`src/design/rtrf_pkg.sv`:
```
package rtrf_pkg;

  // Geometry of the register file
  localparam int REG_COUNT = 16;
  localparam int IDX_W     = 5;
  localparam int TAG_W     = 5;
  localparam int DATA_W    = 64;
  localparam int ADDR_W    = (REG_COUNT > 1) ? $clog2(REG_COUNT) : 1;

  // Input request
  typedef struct packed {
    logic [IDX_W-1:0]  first_source_index;
    logic [IDX_W-1:0]  second_source_index;
    logic              issue_tag_write;
    logic [IDX_W-1:0]  issue_dest_index;
    logic [TAG_W-1:0]  issue_rob_tag;
    logic              commit_write;
    logic [IDX_W-1:0]  commit_dest_index;
    logic [DATA_W-1:0] commit_value;
    logic [TAG_W-1:0]  commit_rob_tag;
    logic              flush;
  } rtrf_in_t;

  // Result request
  typedef struct packed {
    logic [DATA_W-1:0] first_value;
    logic [TAG_W-1:0]  first_tag;
    logic              first_tag_valid;
    logic [DATA_W-1:0] second_value;
    logic [TAG_W-1:0]  second_tag;
    logic              second_tag_valid;
  } rtrf_out_t;

  // Read data of one storage port
  typedef struct packed {
    logic [DATA_W-1:0] value;
    logic [TAG_W-1:0]  tag;
    logic              tag_valid;
  } rtrf_rd_t;

  // Update issued to the storage
  typedef struct packed {
    logic              en;
    logic              flush;
    logic              commit_en;
    logic              commit_clr;
    logic [ADDR_W-1:0] commit_addr;
    logic [DATA_W-1:0] commit_value;
    logic              issue_en;
    logic [ADDR_W-1:0] issue_addr;
    logic [TAG_W-1:0]  issue_tag;
  } rtrf_wr_t;

  // True when a register index names an existing register
  function automatic logic in_range(input logic [IDX_W-1:0] idx);
    in_range = ({1'b0, idx} < (IDX_W+1)'(REG_COUNT));
  endfunction

endpackage

```
`src/design/rtrf_in_if.sv`:
```
interface rtrf_in_if;
  logic                 valid;
  logic                 ready;
  rtrf_pkg::rtrf_in_t   payload;

  modport source (output valid, output payload, input ready);
  modport sink   (input valid, input payload, output ready);
endinterface

```
`src/design/rtrf_out_if.sv`:
```
interface rtrf_out_if;
  logic                 valid;
  logic                 ready;
  rtrf_pkg::rtrf_out_t  payload;

  modport source (output valid, output payload, input ready);
  modport sink   (input valid, input payload, output ready);
endinterface

```
`src/design/rtrf_store.sv`:
```
module rtrf_store (
  input  logic                            clk,
  input  logic                            rst_n,
  input  logic                            rd_en,
  input  logic [rtrf_pkg::ADDR_W-1:0]     rd_addr_a,
  input  logic [rtrf_pkg::ADDR_W-1:0]     rd_addr_b,
  output rtrf_pkg::rtrf_rd_t              rd_a,
  output rtrf_pkg::rtrf_rd_t              rd_b,
  input  rtrf_pkg::rtrf_wr_t              wr
);

  logic [rtrf_pkg::DATA_W-1:0] val_mem [rtrf_pkg::REG_COUNT];
  logic [rtrf_pkg::TAG_W-1:0]  tag_mem [rtrf_pkg::REG_COUNT];

  // Tag valid bits and value-written bits live in flops
  logic [rtrf_pkg::REG_COUNT-1:0] vld_r, vld_nxt;
  logic [rtrf_pkg::REG_COUNT-1:0] wrk_r, wrk_nxt;

  logic [rtrf_pkg::DATA_W-1:0] val_a_r, val_b_r;
  logic [rtrf_pkg::TAG_W-1:0]  tag_a_r, tag_b_r;
  logic                        vld_a_r, vld_b_r;
  logic                        wrk_a_r, wrk_b_r;

  // Compute next flag state: flush drops all tags; otherwise commit may release, issue claims
  always_comb begin
    vld_nxt = vld_r;
    wrk_nxt = wrk_r;
    if (wr.en) begin
      if (wr.flush) begin
        vld_nxt = '0;
      end else begin
        if (wr.commit_en) begin
          wrk_nxt[wr.commit_addr] = 1'b1;
          if (wr.commit_clr) vld_nxt[wr.commit_addr] = 1'b0;
        end
        if (wr.issue_en) vld_nxt[wr.issue_addr] = 1'b1;
      end
    end
  end

  always_ff @(posedge clk) begin
    if (!rst_n) begin
      vld_r <= '0;
      wrk_r <= '0;
    end else begin
      vld_r <= vld_nxt;
      wrk_r <= wrk_nxt;
    end
  end

  // Write and read the memories; read data is registered
  always_ff @(posedge clk) begin
    if (wr.en && !wr.flush && wr.commit_en) val_mem[wr.commit_addr] <= wr.commit_value;
    if (wr.en && !wr.flush && wr.issue_en)  tag_mem[wr.issue_addr]  <= wr.issue_tag;
    if (rd_en) begin
      val_a_r <= val_mem[rd_addr_a];
      val_b_r <= val_mem[rd_addr_b];
      tag_a_r <= tag_mem[rd_addr_a];
      tag_b_r <= tag_mem[rd_addr_b];
      vld_a_r <= vld_r[rd_addr_a];
      vld_b_r <= vld_r[rd_addr_b];
      wrk_a_r <= wrk_r[rd_addr_a];
      wrk_b_r <= wrk_r[rd_addr_b];
    end
  end

  // Unwritten value entries read as zero
  assign rd_a.value     = wrk_a_r ? val_a_r : '0;
  assign rd_a.tag       = tag_a_r;
  assign rd_a.tag_valid = vld_a_r;
  assign rd_b.value     = wrk_b_r ? val_b_r : '0;
  assign rd_b.tag       = tag_b_r;
  assign rd_b.tag_valid = vld_b_r;

  a_flush_clears: assert property (@(posedge clk) disable iff (!rst_n)
    $past(wr.en && wr.flush) |-> vld_r == '0)
    else $error("tag valid bits survive a flush");

  a_issue_sets: assert property (@(posedge clk) disable iff (!rst_n)
    (wr.en && !wr.flush && wr.issue_en) |=> vld_r[$past(wr.issue_addr)])
    else $error("issue did not set the tag valid bit");

  a_commit_marks: assert property (@(posedge clk) disable iff (!rst_n)
    (wr.en && !wr.flush && wr.commit_en) |=> wrk_r[$past(wr.commit_addr)])
    else $error("commit did not mark the value entry written");

endmodule

```
`src/design/rename_tag_register_file.sv`:
```
// A request's result passes through the registered reads, the result register
// and the output register. A new request is accepted only when idle with no
// result pending; then read sources, read the commit destination's tag from
// the same memory port, write back. Reset (synchronous, rst_n low): values,
// tags and tag valid bits all read as zero; no request or result is pending.
module rename_tag_register_file (
  input  logic         clk,
  input  logic         rst_n,
  rtrf_in_if.sink      in_ch,
  rtrf_out_if.source   out_ch
);

  typedef enum logic [1:0] {ST_IDLE, ST_RD, ST_WB} st_t;

  st_t                  st_r;
  rtrf_pkg::rtrf_in_t   req_r;
  rtrf_pkg::rtrf_out_t  res_r, res_nxt;
  logic                 res_pend_r;
  rtrf_pkg::rtrf_out_t  out_r;
  logic                 out_valid_r;

  logic                              in_acc;
  logic                              rd_en;
  logic [rtrf_pkg::ADDR_W-1:0]       rd_addr_a, rd_addr_b;
  rtrf_pkg::rtrf_rd_t                rd_a, rd_b;
  rtrf_pkg::rtrf_wr_t                wr;

  assign in_ch.ready    = (st_r == ST_IDLE) && !res_pend_r;
  assign in_acc         = in_ch.valid && in_ch.ready;
  assign out_ch.valid   = out_valid_r;
  assign out_ch.payload = out_r;

  rtrf_store u_store (
    .clk       (clk),
    .rst_n     (rst_n),
    .rd_en     (rd_en),
    .rd_addr_a (rd_addr_a),
    .rd_addr_b (rd_addr_b),
    .rd_a      (rd_a),
    .rd_b      (rd_b),
    .wr        (wr)
  );

  // Select read addresses: sources at accept, commit destination after
  always_comb begin
    rd_en     = 1'b0;
    rd_addr_a = in_ch.payload.first_source_index[rtrf_pkg::ADDR_W-1:0];
    rd_addr_b = in_ch.payload.second_source_index[rtrf_pkg::ADDR_W-1:0];
    if (st_r == ST_IDLE) begin
      rd_en = in_acc;
    end else if (st_r == ST_RD) begin
      rd_en     = 1'b1;
      rd_addr_a = req_r.commit_dest_index[rtrf_pkg::ADDR_W-1:0];
    end
  end

  // Form the result from the source reads
  always_comb begin
    res_nxt = '0;
    if (rtrf_pkg::in_range(req_r.first_source_index)) begin
      if (rd_a.tag_valid) begin
        res_nxt.first_tag       = rd_a.tag;
        res_nxt.first_tag_valid = 1'b1;
      end else begin
        res_nxt.first_value = rd_a.value;
      end
    end
    if (rtrf_pkg::in_range(req_r.second_source_index)) begin
      if (rd_b.tag_valid) begin
        res_nxt.second_tag       = rd_b.tag;
        res_nxt.second_tag_valid = 1'b1;
      end else begin
        res_nxt.second_value = rd_b.value;
      end
    end
  end

  // Build the write-back: commit releases a matching tag, issue wins afterwards
  always_comb begin
    wr              = '0;
    wr.en           = (st_r == ST_WB);
    wr.flush        = req_r.flush;
    wr.commit_en    = req_r.commit_write && rtrf_pkg::in_range(req_r.commit_dest_index);
    wr.commit_clr   = rd_a.tag_valid && (rd_a.tag == req_r.commit_rob_tag);
    wr.commit_addr  = req_r.commit_dest_index[rtrf_pkg::ADDR_W-1:0];
    wr.commit_value = req_r.commit_value;
    wr.issue_en     = req_r.issue_tag_write && rtrf_pkg::in_range(req_r.issue_dest_index);
    wr.issue_addr   = req_r.issue_dest_index[rtrf_pkg::ADDR_W-1:0];
    wr.issue_tag    = req_r.issue_rob_tag;
  end

  // Advance the sequencer and hold the result registers
  always_ff @(posedge clk) begin
    if (!rst_n) begin
      st_r        <= ST_IDLE;
      res_pend_r  <= 1'b0;
      out_valid_r <= 1'b0;
    end else begin
      if (res_pend_r && (!out_valid_r || out_ch.ready)) begin
        out_r       <= res_r;
        out_valid_r <= 1'b1;
        res_pend_r  <= 1'b0;
      end else if (out_valid_r && out_ch.ready) begin
        out_valid_r <= 1'b0;
      end
      unique case (st_r)
        ST_IDLE: begin
          if (in_acc) begin
            req_r <= in_ch.payload;
            st_r  <= ST_RD;
          end
        end
        ST_RD: begin
          res_r      <= res_nxt;
          res_pend_r <= 1'b1;
          st_r       <= ST_WB;
        end
        ST_WB: begin
          st_r <= ST_IDLE;
        end
        default: begin
          st_r <= ST_IDLE;
        end
      endcase
    end
  end

  a_rd_after_accept: assert property (@(posedge clk) disable iff (!rst_n)
    (st_r == ST_RD) |-> $past(in_ch.valid && in_ch.ready))
    else $error("read stage entered without an accepted request");

  a_out_from_pending: assert property (@(posedge clk) disable iff (!rst_n)
    $rose(out_valid_r) |-> $past(res_pend_r))
    else $error("result offered without a pending result");

  a_renamed_zero: assert property (@(posedge clk) disable iff (!rst_n)
    out_valid_r |-> ((!out_r.first_tag_valid || out_r.first_value == '0) &&
                     (!out_r.second_tag_valid || out_r.second_value == '0)))
    else $error("renamed register returned a nonzero value");

endmodule

```
`src/flat_wrapper.sv`:
```
// flat-port wrapper written by rule: the top's interface ports become plain ports
module rename_tag_register_file_flat 
  (clk, rst_n, in_ch_valid, in_ch_payload, in_ch_ready, out_ch_valid, out_ch_payload, out_ch_ready);
  rtrf_in_if in_ch_i ();
  rtrf_out_if out_ch_i ();
  input  logic clk;
  input  logic rst_n;
  input wire logic [$bits(in_ch_i.valid)-1:0] in_ch_valid;
  input wire logic [$bits(in_ch_i.payload)-1:0] in_ch_payload;
  output wire logic [$bits(in_ch_i.ready)-1:0] in_ch_ready;
  output wire logic [$bits(out_ch_i.valid)-1:0] out_ch_valid;
  output wire logic [$bits(out_ch_i.payload)-1:0] out_ch_payload;
  input wire logic [$bits(out_ch_i.ready)-1:0] out_ch_ready;
  assign in_ch_i.valid = in_ch_valid;
  assign in_ch_i.payload = in_ch_payload;
  assign in_ch_ready = in_ch_i.ready;
  assign out_ch_valid = out_ch_i.valid;
  assign out_ch_payload = out_ch_i.payload;
  assign out_ch_i.ready = out_ch_ready;
  rename_tag_register_file u_core (.clk(clk), .rst_n(rst_n), .in_ch(in_ch_i), .out_ch(out_ch_i));
endmodule
```
`config.mk`:
```
export PLATFORM = sky130hd
export DESIGN_NAME = rename_tag_register_file_flat
export DESIGN_NICKNAME = d
export VERILOG_FILES = /design/src/design/rtrf_pkg.sv /design/src/design/rtrf_in_if.sv /design/src/design/rtrf_out_if.sv /design/src/design/rtrf_store.sv /design/src/design/rename_tag_register_file.sv /design/src/flat_wrapper.sv
export SDC_FILE = /design/constraint.sdc
export NUM_CORES = 2
export LEC_CHECK = 0
export BUFFER_PORTS_ARGS = -buffer_cell sky130_fd_sc_hd__buf_2
export CAP_MARGIN = 20
export CORE_MARGIN = 2
export CORE_UTILIZATION = 38
export CTS_CLUSTER_SIZE = 40
export DETAILED_ROUTE_END_ITERATION = 6
export PLACE_DENSITY_LB_ADDON = 0.3
export SKIP_LAST_GASP = 1
export SLEW_MARGIN = 20
export SYNTH_ARGS = -nofsm -noshare
export SYNTH_HDL_FRONTEND = slang
export SYNTH_SLANG_ARGS = --single-unit
export TNS_END_PERCENT = 1
```
`constraint.sdc`:
```
create_clock -name clk -period 11.83 [get_ports clk]
set_clock_uncertainty 0.05 [all_clocks]
set_input_delay 2.366 -clock clk [delete_from_list [all_inputs] [get_ports clk]]
set_output_delay 2.366 -clock clk [all_outputs]
set_load 0.01 [all_outputs]
```
# --- Word level (Yosys, flattened, before mapping) ---
# Memory sizes are Yosys's and may differ from the RTL's. A register that Yosys moved wholly into a read port is not among the register bits.
# Index checks and enable logic that the tools add are counted.
word_totals:
  ff_bits: 417
  latch_bits: 0
  ram_bits: 1104
  romBits: 0
  in_bits: 101
  out_inout_bits: 142
  word_cells: 117
  mem_count: 2
mem_list:
  columns: ["name", "words", "word_bits", "read_ports", "rd_clocked_by_memory_dff", "wr", "line", "source"]
  rows:
  - ["u_core.u_store.val_mem", 16, 64, 2, 2, 1, "rtrf_store.sv:12", "logic [rtrf_pkg::DATA_W-1:0] val_mem [rtrf_pkg::REG_COUNT];"]
  - ["u_core.u_store.tag_mem", 16, 5, 2, 2, 1, "rtrf_store.sv:13", "logic [rtrf_pkg::TAG_W-1:0] tag_mem [rtrf_pkg::REG_COUNT];"]
op_classes:
  addsub: 0
  mul: 0
  div_mod_pow: 0
  order_cmp: 10
  eq_ne: 4
  n_shift: 0
  n_mux: 34
  bitwise: 9
  reduce_logical: 27
op_table:
  columns: ["cell", "n"]
  rows:
  - ["16-bit two-way mux", 6]
  - ["16-bit OR", 2]
  - ["4-bit by 5-bit less-than comparator with 1-bit output, second input constant", 4]
  - ["5-bit less-than comparator, second input constant", 4]
  - ["1-bit two-way mux", 18]
  - ["16-bit AND", 1]
  - ["1-bit binary-select mux with 4-bit select", 4]
  - ["16-bit NOT", 1]
  - ["1-bit logical AND", 12]
  - ["1-bit demux with 4-bit select", 2]
  - ["4-bit by 1-bit >= comparator with 1-bit output, second input constant", 2]
  - ["4-bit two-way mux", 2]
  - ["2-bit AND reduction", 4]
  - ["3-bit AND reduction", 2]
  - ["3-bit OR reduction", 2]
  - ["5-bit == test", 1]
  - ["1-bit NOT", 5]
  - ["2-bit case mux with 2 select lines", 1]
  - ["2-bit nonzero test", 2]
  - ["1-bit logical NOT", 3]
  - ["2-bit by 1-bit == test with 1-bit output, second input constant", 1]
  - ["2-bit == test, second input constant", 1]
  - ["2-bit logical NOT", 1]
  - ["2-bit two-way mux", 1]
  - ["other kinds (2)", 2]

# --- Depth between registers and ports, before layout ---
logic_depth:
  ltp_word: 13
  ltp_mapped: 10
  ltp_nobuf: 5

# --- By module ---
# From an unflattened synthesis, not the netlist that was laid out.
unflattened:
  hier_cells: 3299
  area_unflattened_um2: 68537.0
by_module_without_submodules:
  columns: ["mod", "instances", "cells_each", "area_each_um2", "seq_area_each_um2"]
  rows:
  - ["rtrf_store", 1, 2742, 56181.4, 38056.5]
  - ["rename_tag_register_file", 1, 557, 12355.6, 11160.7]

# --- Worst setup path after synthesis ---
# OpenSTA, ideal clock, no wires.
synth_path:
  path_kind: "input port to flip-flop"
  startpoint: "input port in_ch_valid"
  endpoint: "register u_core.u_store.tag_a_r[0] (netlist bit), read port of u_core.u_store.tag_mem, enable pin"
  setup_ns: 0.691
  arrival_time_ns: 9.278
  required_time_ns: 11.089
  path_slack_ns: 1.811
  path_stages: 2
  path_buffers: 0
  path_cell_list: "nand2b_1 a21oi_1"
synth_via:
  elab_chain_len: 2
synth_lines:
  columns: ["item", "line", "source"]
  rows:
  - ["from (decl)", "flat_wrapper.sv:8", "input wire logic [$bits(in_ch_i.valid)-1:0] in_ch_valid;"]
  - ["1-bit logical AND", "rename_tag_register_file.sv:29", "assign in_acc = in_ch.valid && in_ch.ready;"]
  - ["1-bit two-way mux", "rename_tag_register_file.sv:49", "if (st_r == ST_IDLE) begin"]
  - ["via u_core.rd_en", "rename_tag_register_file.sv:23", "logic rd_en;"]
  - ["to (decl)", "rtrf_store.sv:20", "logic [rtrf_pkg::TAG_W-1:0] tag_a_r, tag_b_r;"]
# The timed path passes the listed nets, and every way through them passes these cells.
# A chain may end at the register's enable or synchronous reset.

# --- Worst setup path after layout ---
layout_path:
  startpoint: "input port in_ch_payload[92]"
  endpoint: "register u_core.u_store.tag_a_r[3] (netlist bit), read port of u_core.u_store.tag_mem, data pin"
layout_via:
  elab_chain_len: 2
layout_lines:
  columns: ["item", "line", "source"]
  rows:
  - ["from (decl)", "flat_wrapper.sv:9", "input wire logic [$bits(in_ch_i.payload)-1:0] in_ch_payload;"]
  - ["4-bit two-way mux", "rename_tag_register_file.sv:51", "end else if (st_r == ST_RD) begin"]
  - ["4-bit two-way mux *", "rename_tag_register_file.sv:49", null]
# Every way passes the cells marked *; elsewhere a longest branch is shown, timed or not.

==> reports/qor.csv <==
stage,metric,value,unit
floorplanning,die_w,438,microns
yosys,synth_xor_xnor_area_share,0.0611,%
clocking,cts_setup_buffers,0,
finish,fin_nets,4369,
critical_path,cp-end-kind,flop,
timing,rsz0062_at_grt,false,
pwr,p_leak,27.3,nW
yosys,syn_nets,4184,
worst_hold_path,hold_path.startpoint,u_core.res_r[122]$_SDFFCE_PP0P_,
floorplanning,die-area,192000,sq um
route,routed_via_density,5.96,
clocking,root_buffer,clkbuf_16,
clocking,cts_resized,0,
floorplanning,start_util,38.2,%
critical_path,r2r_start,u_core.st_r[1]$_SDFFE_PN0P_,
yosys,synthAdderAreaFrac,0,%
route,via_count,41200,
pwr,p_per_area,159,nW/um^2
flow_run,drv_cap,0,
timing,hold_viol,0,
clocking,cts_made_buffers,170,
pwr,power,0.0129,W
yosys,syn_area,71700,sq um
critical_path,crit_path_start_kind,input port,
timing,fin_tns_setup,0,ps
yosys,yosys.area_share.simple,3.34,%
critical_path,critPathMaxFanout,69,
yosys,ys_ff_latch,1651,
yosys,synth_cell_types,48,
finish,drive_above_1_share,22.1,%
timing,slew_headroom,22.0,%
grt,grt_use_total,21.5,%
critical_path,critical_path_class,in2reg,
timing,tightest_slew,1170,ps
clocking,hold_buffers,0,
yosys,synthMuxAreaShare,18.1,%
grt,grt_overflow_total,0,
place,place_hpwl,112000,microns
yosys,synth-compound-area-share,7.09,%
clocking,cts_max_level,4,
route,antenna_left,0,
critical_path,arrival,6540,ps
finish,area_growth,13.5,%
yosys,synth-main-ff-cell,edfxtp_1,
finish,post-route-util,43.4,%
place,io_buffers,242,
place,dp_slack,5140,ps
route,wl_per_cell,30.4,microns
grt,grt_pass1_wl,298000,microns
yosys,syn_area_per_cell,17.6,sq um
clocking,clk_pin_slew,60,ps
status,status,"finished, final reports clean",
grt,antenna_found_initial,15,
floorplanning,die_height,438,microns
yosys,synth_top_cells_by_count,"edfxtp_1 (1615), mux2i_1 (499), mux4_2 (355)",
route,drt_wl_total,210000,microns
clocking,cts.sinks,1651,
critical_path,required,12470,ps
place,gp_congestion,0.802,
timing,clock.fmax,170,MHz
yosys,synth_top_area_share,67.7,%
floorplanning,core_area,188000,sq um
clocking,insertion_delay,840,ps
timing,period_share,49.8,%
yosys,synth_top_family_by_area,multiplexers,
grt,grt_pass1_vias,42200,
pwr,ir_worst_vdd,0.132,mV
yosys,synthArstFlopShare,0,%
clocking,clockBufferDepth,3,
yosys,synth_cells,4083,
timing,setup_ws,5940,ps
timing,slew_violations,0,
yosys,yosys-top-cells-area,"edfxtp_1 (68%), mux4_2 (11%), mux2i_1 (7.0%), a211oi_1 (3.0%), o221ai_1 (1.7%)",
route,first_pass_iters,5,
yosys,synth_top_area_cell,edfxtp_1,
critical_path,crit_start,in_ch_payload[92],
floorplanning,num_rows,159,
clocking,cts_tree,done,
route,drc,0,
floorplanning,io_pins,243,
yosys,synth_most_common_cell,edfxtp_1,
grt,grt_max_degree,153,
worst_hold_path,hold_class,reg2reg,
yosys,ys_seq_area_share,68.7,%
yosys,synth_edf_count,1615,
route,drt-initial-drc-count,4138,
timing,period_needed,5890,ps
timing,finalSetupViolations,0,
timing,whs,365,ps
yosys,synth_warnings,0,
[path summary, 6_finish.rpt]
kind | endpoint | slack (ps) | cells past startpoint
setup / recovery | u_core.u_store.tag_a_r[3]$_DFFE_PP_ | 5940 | 7
hold / removal | u_core.out_ch.payload[122]$_DFFE_PP_ | 370 | 0
setup reg to reg | u_core.u_store.val_a_r[23]$_DFFE_PP_ | 7490 | 7
hold reg to reg | u_core.out_ch.payload[122]$_DFFE_PP_ | 370 | 0
[critical path, cell delays in order]
cell and delay, ps:
buf_8 430, buf_4 820, a21o_4 950, buf_4 820, a211oi_1 160, a2111oi_0 660
a22o_1 240
[area by class of cell]
cell class / instances / area, sq um
Clock buffer: 214 / 4480
Multi-Input combinational cell: 1967 / 20800
Timing Repair Buffer: 332 / 2090
Inverter: 146 / 548
Tap cell: 2495 / 3120
Antenna cell: 5 / 12.5
Fill cell: 16200 / 106000
Sequential cell: 1651 / 49200
Clock inverter: 99 / 1070
[state kept, by name, summed over array words and instances, names as in the netlist, 2 cells and up]
signal,flops
u_core.u_store.val_mem,1024
u_core.u_store.wrk_r,16
u_core.u_store.tag_b_r,5
u_core.u_store.val_b_r,64
u_core.req_r,89
u_core.u_store.tag_mem,80
u_core.res_r,140
u_core.out_ch.payload,140
u_core.u_store.val_a_r,64
u_core.u_store.vld_r,16
u_core.st_r,2
u_core.u_store.tag_a_r,5
[report_power, final]
group          internal [W]  leakage (nW)  switching [W]  total (W)
clock               0.00300          2.67        0.00233    0.00534
combinational      0.000357          9.63       0.000597   0.000954
sequential          0.00654          15.0      0.0000901    0.00663
total               0.00990          27.3        0.00302     0.0129
[kinds of logic after synthesis]
| logic type | count (synthesis) |
|---|---|
| flip-flops | 1651 |
| AO/OA/AOI/OAI | 630 |
| buffers and inverters | 465 |
| multiplexers | 855 |
| XOR/XNOR | 5 |
| AND/OR/NAND/NOR | 477 |
[placed cells by master (no fill, tap or decap), types with 6 or more instances in the layout]
cell type   netlist  layout
buf_4            17      80
a21oi_1          10       8
o21a_1           17      17
edfxtp_1       1615    1615
nor2_1          186     169
bufinv_16         0      13
clkinvlp_4        0      10
o211ai_1          8       8
clkbuf_1        184      39
inv_1           146     146
clkbuf_16         0     171
buf_2            92     237
mux2i_1         499     497
clkinv_4          0       6
a2111oi_0        71      71
a22o_1           71      71
a22oi_1           8       8
buf_12            0       7
nor2_4            0      17
clkinv_1          0      28
nand3_1           6       6
and2_1          142     141
mux4_2          355     355
o221ai_1        142     142
dfxtp_1          36      36
clkinv_2          0      24
nand2_1          30      29
nor3_1           72      72
nor2b_1           7       6
inv_6             0       6
a211oi_1        284     284
[metal layers]
layer	GRT usage [%]	wire length, microns
met1	27.3	81800
met4	9.99	10300
met2	36.2	103000
met3	3.42	14900
met5	0	77
[per-stage QoR]
| step | instance area [sq um] | instances |
|---|---|---|
| after global placement | 75700 | 6587 |
| after global routing | 81400 | 6907 |
| after CTS | 81300 | 6902 |
| final | 81400 | 6909 |
| after floorplan | 71700 | 4083 |
| after detailed placement | 75700 | 6589 |
Power figures use the tool's default switching activity.
